$ cat src/sbh_pkg.sv
package sbh_pkg;

	localparam int unsigned BLOCK_WORDS = 16;
	localparam int unsigned HASH_WORDS  = 8;
	localparam int unsigned ROUNDS      = 64;

	localparam logic [5:0] FILL_LAST  = 6'b111111;
	localparam logic [5:0] FILL_LEN   = 6'd56;
	localparam logic [7:0] PAD_MARK   = 8'h80;
	localparam logic [4:0] LOAD_LAST  = 5'd16;
	localparam logic [4:0] FINAL_LAST = 5'd8;
	localparam logic [1:0] WORD_LAST  = 2'd3;

	typedef enum logic [5:0] {
		ST_IDLE  = 6'b000001,
		ST_PAD   = 6'b000010,
		ST_LOAD  = 6'b000100,
		ST_ROUND = 6'b001000,
		ST_FINAL = 6'b010000,
		ST_OUT   = 6'b100000
	} state_t;

	localparam logic [31:0] ROUND_K [ROUNDS] = '{
		32'h428a2f98, 32'h71374491, 32'hb5c0fbcf, 32'he9b5dba5,
		32'h3956c25b, 32'h59f111f1, 32'h923f82a4, 32'hab1c5ed5,
		32'hd807aa98, 32'h12835b01, 32'h243185be, 32'h550c7dc3,
		32'h72be5d74, 32'h80deb1fe, 32'h9bdc06a7, 32'hc19bf174,
		32'he49b69c1, 32'hefbe4786, 32'h0fc19dc6, 32'h240ca1cc,
		32'h2de92c6f, 32'h4a7484aa, 32'h5cb0a9dc, 32'h76f988da,
		32'h983e5152, 32'ha831c66d, 32'hb00327c8, 32'hbf597fc7,
		32'hc6e00bf3, 32'hd5a79147, 32'h06ca6351, 32'h14292967,
		32'h27b70a85, 32'h2e1b2138, 32'h4d2c6dfc, 32'h53380d13,
		32'h650a7354, 32'h766a0abb, 32'h81c2c92e, 32'h92722c85,
		32'ha2bfe8a1, 32'ha81a664b, 32'hc24b8b70, 32'hc76c51a3,
		32'hd192e819, 32'hd6990624, 32'hf40e3585, 32'h106aa070,
		32'h19a4c116, 32'h1e376c08, 32'h2748774c, 32'h34b0bcb5,
		32'h391c0cb3, 32'h4ed8aa4a, 32'h5b9cca4f, 32'h682e6ff3,
		32'h748f82ee, 32'h78a5636f, 32'h84c87814, 32'h8cc70208,
		32'h90befffa, 32'ha4506ceb, 32'hbef9a3f7, 32'hc67178f2
	};

	localparam logic [31:0] INIT_HASH [HASH_WORDS] = '{
		32'h6a09e667, 32'hbb67ae85, 32'h3c6ef372, 32'ha54ff53a,
		32'h510e527f, 32'h9b05688c, 32'h1f83d9ab, 32'h5be0cd19
	};

	function automatic logic [31:0] big_sigma0(input logic [31:0] x);
		return {x[1:0], x[31:2]} ^ {x[12:0], x[31:13]} ^ {x[21:0], x[31:22]};
	endfunction

	function automatic logic [31:0] big_sigma1(input logic [31:0] x);
		return {x[5:0], x[31:6]} ^ {x[10:0], x[31:11]} ^ {x[24:0], x[31:25]};
	endfunction

	function automatic logic [31:0] small_sigma0(input logic [31:0] x);
		return {x[6:0], x[31:7]} ^ {x[17:0], x[31:18]} ^ {3'b000, x[31:3]};
	endfunction

	function automatic logic [31:0] small_sigma1(input logic [31:0] x);
		return {x[16:0], x[31:17]} ^ {x[18:0], x[31:19]} ^ {10'b0, x[31:10]};
	endfunction

endpackage

$ cat src/sha256_byte_stream_hasher.sv
// channel  direction  handshake            payload
// in       input      in_valid / in_ready  data_byte, has_byte, last_byte
// out      output     out_valid/out_ready  digest_word, word_index, last_word
//
// a byte transaction completes when in_valid and in_ready are high; the byte that fills a
// block holds in_ready low while the block and hash state load from memory, the
// 64 rounds run on the single round unit and the result folds into the hash memory
// a last transaction pads one byte a cycle, compresses once or twice, then
// presents four digest words that wait on out_ready
// arst_n clears control state; unwritten hash memory entries read as the initial values
module sha256_byte_stream_hasher (
	input  logic        clk,
	input  logic        arst_n,
	input  logic        in_valid,
	output logic        in_ready,
	input  logic [7:0]  data_byte,
	input  logic        has_byte,
	input  logic        last_byte,
	output logic        out_valid,
	input  logic        out_ready,
	output logic [63:0] digest_word,
	output logic [1:0]  word_index,
	output logic        last_word
);

	sbh_pkg::state_t state_q;
	logic [5:0]   fill_q;
	logic [60:0]  byte_total_q;
	logic         msg_end_q;
	logic         first_q;
	logic         len_q;
	logic         fin_q;
	logic [4:0]   cnt_q;
	logic [5:0]   rnd_q;
	logic [1:0]   oidx_q;
	logic [7:0]   hvalid_q;

	logic [23:0]  word_q;
	logic [31:0]  w_q [sbh_pkg::BLOCK_WORDS];
	logic [31:0]  v_q [sbh_pkg::HASH_WORDS];
	logic [255:0] dig_q;

	logic [31:0]  block_mem_q [sbh_pkg::BLOCK_WORDS];
	logic [31:0]  hash_mem_q [sbh_pkg::HASH_WORDS];
	logic [31:0]  brd_q;
	logic [31:0]  hmem_rd_q;
	logic [31:0]  hiv_q;
	logic         hsel_q;

	logic         in_acc;
	logic         out_acc;
	logic         put_en;
	logic [7:0]   put_b;
	logic [7:0]   pad_b;
	logic [5:0]   fill_next;
	logic         wrap;
	logic [63:0]  len_bits;
	logic [31:0]  hrd;
	logic [31:0]  hsum;
	logic [2:0]   hw_addr;
	logic [31:0]  t1;
	logic [31:0]  t2;
	logic [31:0]  ch;
	logic [31:0]  maj;
	logic [31:0]  w_new;

	assign in_ready  = (state_q == sbh_pkg::ST_IDLE);
	assign out_valid = (state_q == sbh_pkg::ST_OUT);
	assign in_acc    = in_valid && in_ready;
	assign out_acc   = out_valid && out_ready;

	assign digest_word = dig_q[255:192];
	assign word_index  = oidx_q;
	assign last_word   = (oidx_q == sbh_pkg::WORD_LAST);

	assign len_bits  = {byte_total_q, 3'b000};
	assign pad_b     = first_q ? sbh_pkg::PAD_MARK :
		len_q ? len_bits[{~fill_q[2:0], 3'b000} +: 8] : 8'h00;
	assign put_en    = (in_acc && has_byte) || (state_q == sbh_pkg::ST_PAD);
	assign put_b     = (state_q == sbh_pkg::ST_PAD) ? pad_b : data_byte;
	assign fill_next = fill_q + 6'd1;
	assign wrap      = put_en && (fill_q == sbh_pkg::FILL_LAST);

	assign hrd     = hsel_q ? hmem_rd_q : hiv_q;
	assign hsum    = hrd + v_q[0];
	assign hw_addr = 3'(cnt_q - 5'd1);

	assign ch  = (v_q[4] & v_q[5]) ^ (~v_q[4] & v_q[6]);
	assign maj = (v_q[0] & v_q[1]) ^ (v_q[0] & v_q[2]) ^ (v_q[1] & v_q[2]);
	assign t1  = v_q[7] + sbh_pkg::big_sigma1(v_q[4]) + ch + sbh_pkg::ROUND_K[rnd_q] + w_q[0];
	assign t2  = sbh_pkg::big_sigma0(v_q[0]) + maj;
	assign w_new = w_q[0] + sbh_pkg::small_sigma0(w_q[1]) + w_q[9]
		+ sbh_pkg::small_sigma1(w_q[14]);

	// block memory: written four bytes at a time, read during load
	always_ff @(posedge clk) begin
		if (put_en && (fill_q[1:0] == 2'b11)) begin
			block_mem_q[fill_q[5:2]] <= {word_q, put_b};
		end
		brd_q <= block_mem_q[cnt_q[3:0]];
	end

	// hash memory: read during load and final, written back during final
	always_ff @(posedge clk) begin
		if ((state_q == sbh_pkg::ST_FINAL) && (cnt_q != 5'd0)) begin
			hash_mem_q[hw_addr] <= fin_q ? sbh_pkg::INIT_HASH[hw_addr] : hsum;
		end
		hmem_rd_q <= hash_mem_q[cnt_q[2:0]];
		hiv_q     <= sbh_pkg::INIT_HASH[cnt_q[2:0]];
		hsel_q    <= hvalid_q[cnt_q[2:0]];
	end

	always_ff @(posedge clk or negedge arst_n) begin
		if (!arst_n) begin
			state_q      <= sbh_pkg::ST_IDLE;
			fill_q       <= '0;
			byte_total_q <= '0;
			msg_end_q    <= 1'b0;
			first_q      <= 1'b0;
			len_q        <= 1'b0;
			fin_q        <= 1'b0;
			cnt_q        <= '0;
			rnd_q        <= '0;
			oidx_q       <= '0;
			hvalid_q     <= '0;
		end else begin
			if (put_en) begin
				fill_q <= fill_next;
			end
			case (state_q)
				sbh_pkg::ST_IDLE: begin
					if (in_acc) begin
						if (has_byte) begin
							byte_total_q <= byte_total_q + 61'd1;
						end
						if (last_byte) begin
							msg_end_q <= 1'b1;
							first_q   <= 1'b1;
							len_q     <= 1'b0;
						end
						if (wrap) begin
							fin_q   <= 1'b0;
							cnt_q   <= '0;
							state_q <= sbh_pkg::ST_LOAD;
						end else if (last_byte) begin
							state_q <= sbh_pkg::ST_PAD;
						end
					end
				end
				sbh_pkg::ST_PAD: begin
					first_q <= 1'b0;
					if (!len_q) begin
						len_q <= (fill_next == sbh_pkg::FILL_LEN);
					end
					if (wrap) begin
						fin_q   <= len_q;
						cnt_q   <= '0;
						state_q <= sbh_pkg::ST_LOAD;
					end
				end
				sbh_pkg::ST_LOAD: begin
					cnt_q <= cnt_q + 5'd1;
					if (cnt_q == sbh_pkg::LOAD_LAST) begin
						rnd_q   <= '0;
						state_q <= sbh_pkg::ST_ROUND;
					end
				end
				sbh_pkg::ST_ROUND: begin
					rnd_q <= rnd_q + 6'd1;
					if (rnd_q == 6'(sbh_pkg::ROUNDS - 1)) begin
						cnt_q   <= '0;
						state_q <= sbh_pkg::ST_FINAL;
					end
				end
				sbh_pkg::ST_FINAL: begin
					cnt_q <= cnt_q + 5'd1;
					if (cnt_q != 5'd0) begin
						hvalid_q[hw_addr] <= 1'b1;
					end
					if (cnt_q == sbh_pkg::FINAL_LAST) begin
						if (fin_q) begin
							oidx_q       <= '0;
							msg_end_q    <= 1'b0;
							byte_total_q <= '0;
							state_q      <= sbh_pkg::ST_OUT;
						end else if (msg_end_q) begin
							state_q <= sbh_pkg::ST_PAD;
						end else begin
							state_q <= sbh_pkg::ST_IDLE;
						end
					end
				end
				sbh_pkg::ST_OUT: begin
					if (out_acc) begin
						oidx_q <= oidx_q + 2'd1;
						if (oidx_q == sbh_pkg::WORD_LAST) begin
							state_q <= sbh_pkg::ST_IDLE;
						end
					end
				end
				default: begin
					state_q <= sbh_pkg::ST_IDLE;
				end
			endcase
		end
	end

	// datapath registers
	always_ff @(posedge clk) begin
		if (put_en) begin
			word_q <= {word_q[15:0], put_b};
		end
		case (state_q)
			sbh_pkg::ST_LOAD: begin
				if (cnt_q != 5'd0) begin
					for (int i = 0; i < sbh_pkg::BLOCK_WORDS - 1; i++) begin
						w_q[i] <= w_q[i + 1];
					end
					w_q[sbh_pkg::BLOCK_WORDS - 1] <= brd_q;
				end
				if ((cnt_q != 5'd0) && (cnt_q <= 5'(sbh_pkg::HASH_WORDS))) begin
					for (int i = 0; i < sbh_pkg::HASH_WORDS - 1; i++) begin
						v_q[i] <= v_q[i + 1];
					end
					v_q[sbh_pkg::HASH_WORDS - 1] <= hrd;
				end
			end
			sbh_pkg::ST_ROUND: begin
				v_q[0] <= t1 + t2;
				v_q[1] <= v_q[0];
				v_q[2] <= v_q[1];
				v_q[3] <= v_q[2];
				v_q[4] <= v_q[3] + t1;
				v_q[5] <= v_q[4];
				v_q[6] <= v_q[5];
				v_q[7] <= v_q[6];
				for (int i = 0; i < sbh_pkg::BLOCK_WORDS - 1; i++) begin
					w_q[i] <= w_q[i + 1];
				end
				w_q[sbh_pkg::BLOCK_WORDS - 1] <= w_new;
			end
			sbh_pkg::ST_FINAL: begin
				if (cnt_q != 5'd0) begin
					for (int i = 0; i < sbh_pkg::HASH_WORDS - 1; i++) begin
						v_q[i] <= v_q[i + 1];
					end
					dig_q <= {dig_q[223:0], hsum};
				end
			end
			sbh_pkg::ST_OUT: begin
				if (out_acc) begin
					dig_q <= {dig_q[191:0], 64'h0};
				end
			end
			default: begin
			end
		endcase
	end

	a_one_side: assert property (@(posedge clk) disable iff (!arst_n)
		!(in_ready && out_valid))
		else $error("input and output open together");

	a_out_block_empty: assert property (@(posedge clk) disable iff (!arst_n)
		out_valid |-> (fill_q == 6'd0) && (byte_total_q == 61'd0) && !msg_end_q)
		else $error("digest shown with message state left over");

	a_load_count: assert property (@(posedge clk) disable iff (!arst_n)
		(state_q == sbh_pkg::ST_LOAD) |-> (cnt_q <= sbh_pkg::LOAD_LAST))
		else $error("load counter out of range");

	a_back_to_idle: assert property (@(posedge clk) disable iff (!arst_n)
		(out_acc && last_word) |=> in_ready)
		else $error("not idle after last digest word");

	a_len_slot: assert property (@(posedge clk) disable iff (!arst_n)
		((state_q == sbh_pkg::ST_PAD) && len_q) |-> (fill_q >= sbh_pkg::FILL_LEN))
		else $error("length bytes outside their slots");

endmodule
$ cat config.mk
export PLATFORM = sky130hd
export DESIGN_NAME = sha256_byte_stream_hasher
export DESIGN_NICKNAME = d
export VERILOG_FILES = /design/src/sbh_pkg.sv /design/src/sha256_byte_stream_hasher.sv
export SDC_FILE = /design/constraint.sdc
export NUM_CORES = 2
export LEC_CHECK = 0
export BUFFER_PORTS_ARGS = -buffer_cell sky130_fd_sc_hd__clkbuf_2
export CORE_UTILIZATION = 54
export CTS_BUF_LIST = sky130_fd_sc_hd__clkbuf_8
export DETAILED_ROUTE_END_ITERATION = 7
export GPL_TIMING_DRIVEN = 0
export PLACE_DENSITY = 0.72
export SYNTH_ARGS = -nofsm -noshare
export SYNTH_HDL_FRONTEND = slang
export SYNTH_SLANG_ARGS = --single-unit
$ cat constraint.sdc
create_clock -name clk -period 39.2 [get_ports clk]
set_input_delay 7.84 -clock clk [delete_from_list [all_inputs] [get_ports clk]]
set_output_delay 7.84 -clock clk [all_outputs]
set_load 0.02 [all_outputs]
Word-level counts from Yosys, hierarchy flattened:

Memory sizes are Yosys's and may differ from the RTL's. A register that Yosys moved wholly into a read port is not among the register bits.
Index checks and enable logic that the tools add are counted.

* register bits after elaboration: 379
* latch bits: 0
* bits in writable memories: 1536
* memory bits (read-only): 2560
* input port bits: 14
* output and inout bits: 69
* logic and storage cells: 252
* memories kept: 7

* add/subtract/negate cells: 17
* $mul: 0
* div/mod/pow operators: 0
* magnitude comparators: 6
* eq/ne operators: 26
* shift operators: 1
* muxes and demuxes: 102
* bitwise operators: 53
* reduce and logical (&&, ||, !) cells: 26

Memories
* (no name shown): words 64, width 32, read ports 1, clocked after memory_dff 0, wr ports 0, RTL line sha256_byte_stream_hasher.sv:90 `assign t1 = v_q[7] + sbh_pkg::big_sigma1(v_q[4]) + ch + sbh_pkg::ROUND_K[rnd_q] + w_q[0];`
* block_mem_q: words 16, width 32, read ports 1, clocked after memory_dff 1, wr ports 1, RTL line sha256_byte_stream_hasher.sv:43 `logic [31:0] block_mem_q [sbh_pkg::BLOCK_WORDS];`
* w_q: words 16, width 32, read ports 16, clocked after memory_dff 0, wr ports 16, RTL line sha256_byte_stream_hasher.sv:39 `logic [31:0] w_q [sbh_pkg::BLOCK_WORDS];`
* (no name shown): words 8, width 32, read ports 1, clocked after memory_dff 1, wr ports 0, RTL line sha256_byte_stream_hasher.sv:109 `hiv_q <= sbh_pkg::INIT_HASH[cnt_q[2:0]];`
* (no name shown): words 8, width 32, read ports 1, clocked after memory_dff 0, wr ports 0, RTL line sha256_byte_stream_hasher.sv:106 `hash_mem_q[hw_addr] <= fin_q ? sbh_pkg::INIT_HASH[hw_addr] : hsum;`
* hash_mem_q: words 8, width 32, read ports 1, clocked after memory_dff 1, wr ports 1, RTL line sha256_byte_stream_hasher.sv:44 `logic [31:0] hash_mem_q [sbh_pkg::HASH_WORDS];`
* +1 memories

Operators by type and width (count)
* $mux 32: 37
* $mux 256: 2
* $pmux 256 s2: 1
* $add 32x32->32: 11
* $xor 32x32->32: 9
* $mux 61: 4
* $and 32x32->32: 5
* $pmux 61 s2: 1
* $mux 6: 11
* $shiftx 64x7->8: 1
* $add 61x1->61 const B: 1
* $pmux 6 s6: 1
* $not 32->32: 1
* $xor 32x22->32: 1
* $xor 32x29->32: 1
* $or 1x1->1: 31
* $mux 1: 26
* $eq 6x6->1 const B: 4
* $mux 8: 3
* $pmux 5 s4: 1
* $ne 2x1->1 const B: 8
* $mux 5: 3
* $add 6x1->6 const B: 2
* $pmux 6 s2: 1
* 38 further kinds: 65

Depth between registers and ports, before layout:

An unclocked memory read counts as a cell.

* word-level depth: 10
* depth in mapped cells: 41
* mapped depth without buffers: 38

Least setup slack after synthesis:

OpenSTA, ideal clock, no wires.

* path type: register to register
* start: register cnt_q[1]
* end: memory w_q[0][0] (enable)
* setup time: 2100 ps
* arrival: 37861 ps
* required time: 37100 ps
* path slack: -761 ps
* stages on the path, launching flop included: 11
* path buffers: 4
* clock period less this slack: 39961 ps
* cells stage by stage: dfrtp_1 -> clkbuf_1 -> buf_1 -> clkbuf_1 -> inv_1 -> ha_1 -> buf_4 -> inv_1 -> or3_1 -> nor2_1 -> o21ai_0

RTL lines
* start: declaration: RTL line sha256_byte_stream_hasher.sv:33 `logic [4:0] cnt_q;`
* start signal: assignment: RTL line sha256_byte_stream_hasher.sv:162 `cnt_q <= cnt_q + 5'd1;`
* start signal: assignment: RTL line sha256_byte_stream_hasher.sv:176 `cnt_q <= cnt_q + 5'd1;`
* end: declaration: RTL line sha256_byte_stream_hasher.sv:39

Worst setup path after layout:

* start: register state_q[0]
* end: output out_valid

* longest elaborated chain between the ends: 1

RTL lines
* start: declaration: RTL line sha256_byte_stream_hasher.sv:26 `sbh_pkg::state_t state_q;`
* start signal: assignment: RTL line sha256_byte_stream_hasher.sv:115 `state_q <= sbh_pkg::ST_IDLE;`
* start signal: assignment: RTL line sha256_byte_stream_hasher.sv:144 `state_q <= sbh_pkg::ST_LOAD;`
* start signal: assignment: RTL line sha256_byte_stream_hasher.sv:146 `state_q <= sbh_pkg::ST_PAD;`
* $eq 6x6->1: RTL line sha256_byte_stream_hasher.sv:68 `assign out_valid = (state_q == sbh_pkg::ST_OUT);`
* end: declaration: RTL line sha256_byte_stream_hasher.sv:19 `output logic out_valid,`

Every way passes these cells.

==> impl_metrics.yaml <==
die:
  die_width_um: 417
  core.rowCount: 152
  coreArea_sq_um: 172000
  die_area_sq_um: 174000
  die_y_um: 417
  initial_core_util_pct: 54.3
  top_level_ports: 83
placed_design:
  dp_hpwl_um: 192000
  dpl-instance-area_sq_um: 98000
  pre_cts_ws_ns: 26.87
  routabilityCongestion: 1.02
  dpl.cell_count: 9350
  port_buffers: 81
power:
  p_per_area_nw_per_um2: 40.9
  p_leak_nw: 37.8
  power_mw: 4.26
  vdd_drop_max_mv: 0.0522
final_layout:
  fin_area_sq_um: 104000
  final_nets: 7764
  drive_above_1_share_pct: 14.2
  fin_util_pct: 60.7
  multi_input_area_sq_um: 31600
  area_delta_synth_final_pct: 11.8
  fin_cells: 9943
  fill_cells: 13099
  ff_latch_area_sq_um: 58900
sta:
  setup_viol: 0
  timing.hold.ws_ns: 0.369
  tightest_slew_ns: 1.54
  clock_skew_ns: 0.125
  rsz0062_at_grt: "no"
  timing.final.max_slew_violations: 11
  setup_tns_ns: 0
  fin_ws_ns: 26.48
  post-route-min-period_ns: 12.72
  post-route-period-util_pct: 32.5
  final_hold_viol_count: 0
  relSlewSlack_pct: -2.71
  max_freq_mhz: 78.6
min_path:
  hold_class: "register to register"
global_route:
  antenna_found_initial: 15
  grtUsageTotal_pct: 30.6
  gr-total-overflow: 0
  grt_pass1_wl_um: 385000
  grt_max_degree: 99
  grt_pass1_vias: 58340
setup_path:
  cp_cell_sequence: "or4_1 > or3b_2 > clkbuf_1 > inv_2 > clkbuf_1 > buf_1 > clkbuf_2"
  path_max_fanout: 11
  slowest_delay_ns: 0.90
  crit_top_cell: "clkbuf_1"
  critPathTopFamily: "buffers and inverters"
  arrival_ns: 4.88
  cp-start-kind: "register"
  path_buf_inv: 5
  critPathSlowestCell: "clkbuf_1"
  reg2reg_slack_ns: 26.53
  worstSetupPathType: "register to output port"
  required_ns: 31.36
  endpoint_kind: "output port"
cts:
  cts_buffer_depth: 4
  cts_max_level: 5
  clk_root_buffer_cell: "clkbuf_8"
  clk_pin_slew_ns: 0.06
  cts_tree: "yes"
  cts-hold-fix-buffers: 0
  clk_latency_ns: 1.12
  post_cts.repair.setup_buffers: 0
  cts_made_buffers: 336
  numClockSinks: 2009
  cts_resized: 0
routing:
  num_vias: 59328
  vias_per_cell: 5.97
  wirelength_um: 266000
  avgRoutedWirePerCell_um: 26.7
  drc: 0
  ant_nets: 0
  drt_iter0_drc: 7208
  detail_route.first_pass.iterations: 6
synth:
  yosysWarnings: 0
  synth_seq_cells: 2009
  seq_area_frac_synth_pct: 63.2
  synth_flop_cell: "edfxtp_1"
  syn_nets: 7257
  avgSynthCellArea_sq_um: 13.6
  syn_area_sq_um: 93100
  async_reset_ff_share_pct: 4.88
  ys_types: 92
  syn_inst: 6871
  synth-edff-count: 1816
job:
  max-cap-violations: 1
status:
  status: "finished, violations left"
  violations: "capacitance limit, slew limit"
==> routing by layer <==
| metal | track usage, % | share of wire, % | wire, um | vias to the layer above |
|---|---|---|---|---|
| li1 | - | - | - | 25823 |
| met1 | 41.2 | 39 | 103000 | 29693 |
| met2 | 46.7 | 46 | 122000 | 3189 |
| met3 | 7.17 | 10 | 26500 | 619 |
| met4 | 15.9 | 5.3 | 14000 | 4 |
| met5 | 0 | 0.0087 | 23 | - |
==> flip-flops by register name (all words and copies together), names as in the netlist <==
name	cells
word_index	2
fin_q	1
block_mem_q	512
hvalid_q	8
hash_mem_q	256
hmem_rd_q	32
word_q	24
w_q	512
fill_q	6
msg_end_q	1
byte_total_q	61
state_q	6
hsel_q	1
dig_q	256
brd_q	32
rnd_q	6
v_q	256
first_q	1
len_q	1
cnt_q	5
hiv_q	30
==> final cells by class <==
| class | instances | area share [%] |
|---|---|---|
| flip-flops and latches | 2009 | 56.6 |
| clock buffers | 353 | 4.67 |
| inverters | 280 | 1.01 |
| clock inverters | 230 | 1.12 |
| repair buffers | 169 | 1.72 |
| multi-input cells | 4170 | 30.4 |
| plain buffers | 412 | 1.73 |
| diodes | 10 | 0.0240 |
| well taps | 2310 | 2.78 |
==> kinds of logic (layout without fill, tap and decap cells) <==
logic type	after synthesis	after routing	share of synthesized area [%]
AOI/OAI and AO/OA	934	934	6.19
xor gates and xnor gates	437	437	4.11
adders and majority gates	374	374	6.53
buffers and inverters	692	1444	3.06
DFF	2009	2009	63.2
muxes	392	392	7.62
other	0	10	0
and+or+nand+nor	2033	2033	9.25
==> Yosys cell counts (32+ instances only) <==
master | n | share of area, %
buf_4 | 65 | 0.52
xnor2_1 | 287 | 2.7
mux2_2 | 118 | 1.4
o21ai_0 | 310 | 1.7
inv_1 | 272 | 1.1
a21oi_1 | 225 | 1.2
mux2i_1 | 32 | 0.34
a211oi_1 | 36 | 0.29
clkbuf_1 | 288 | 1.2
nand3_1 | 72 | 0.39
fa_1 | 188 | 4.0
nor3_1 | 50 | 0.27
nor2_1 | 249 | 1.0
a21o_1 | 102 | 0.82
and2_1 | 44 | 0.30
xor2_1 | 150 | 1.4
edfxtp_1 | 1816 | 59
ha_1 | 184 | 2.5
nand2_1 | 1396 | 5.6
dfxtp_1 | 95 | 2.0
buf_1 | 54 | 0.22
mux4_2 | 242 | 5.9
dfrtp_1 | 97 | 2.6
==> power by group <==
group / switching [mW] / internal (mW)
registers: 0.0466 / 2.39
logic: 0.0780 / 0.0337
clock network: 0.828 / 0.883
==> final timing paths <==
path	end	depth (start not counted)	from
worst max-delay path	out_valid	7	state_q[0]
worst min-delay path	w_q[1][115]	0	w_q[1][147]
worst max register to register	v_q[0][29]	36	rnd_q[0]
worst min register to register	w_q[1][115]	0	w_q[1][147]
max in group asynchronous	rnd_q[4]	1	arst_n
min in group asynchronous	byte_total_q[52]	1	arst_n
==> cells in the final DEF, fill, tap and decap left out, types with 118 or more instances in the layout <==
cell and count:
edfxtp_1 1816, nand2_1 1394, inv_1 378, clkbuf_8 354, o21ai_0 301, clkbuf_1 287
xnor2_1 287, mux4_2 242, nor2_1 236, a21oi_1 225, fa_1 188, ha_1 184
xor2_1 150, mux2_2 118
Note: power is estimated with default switching activity, not from simulation.
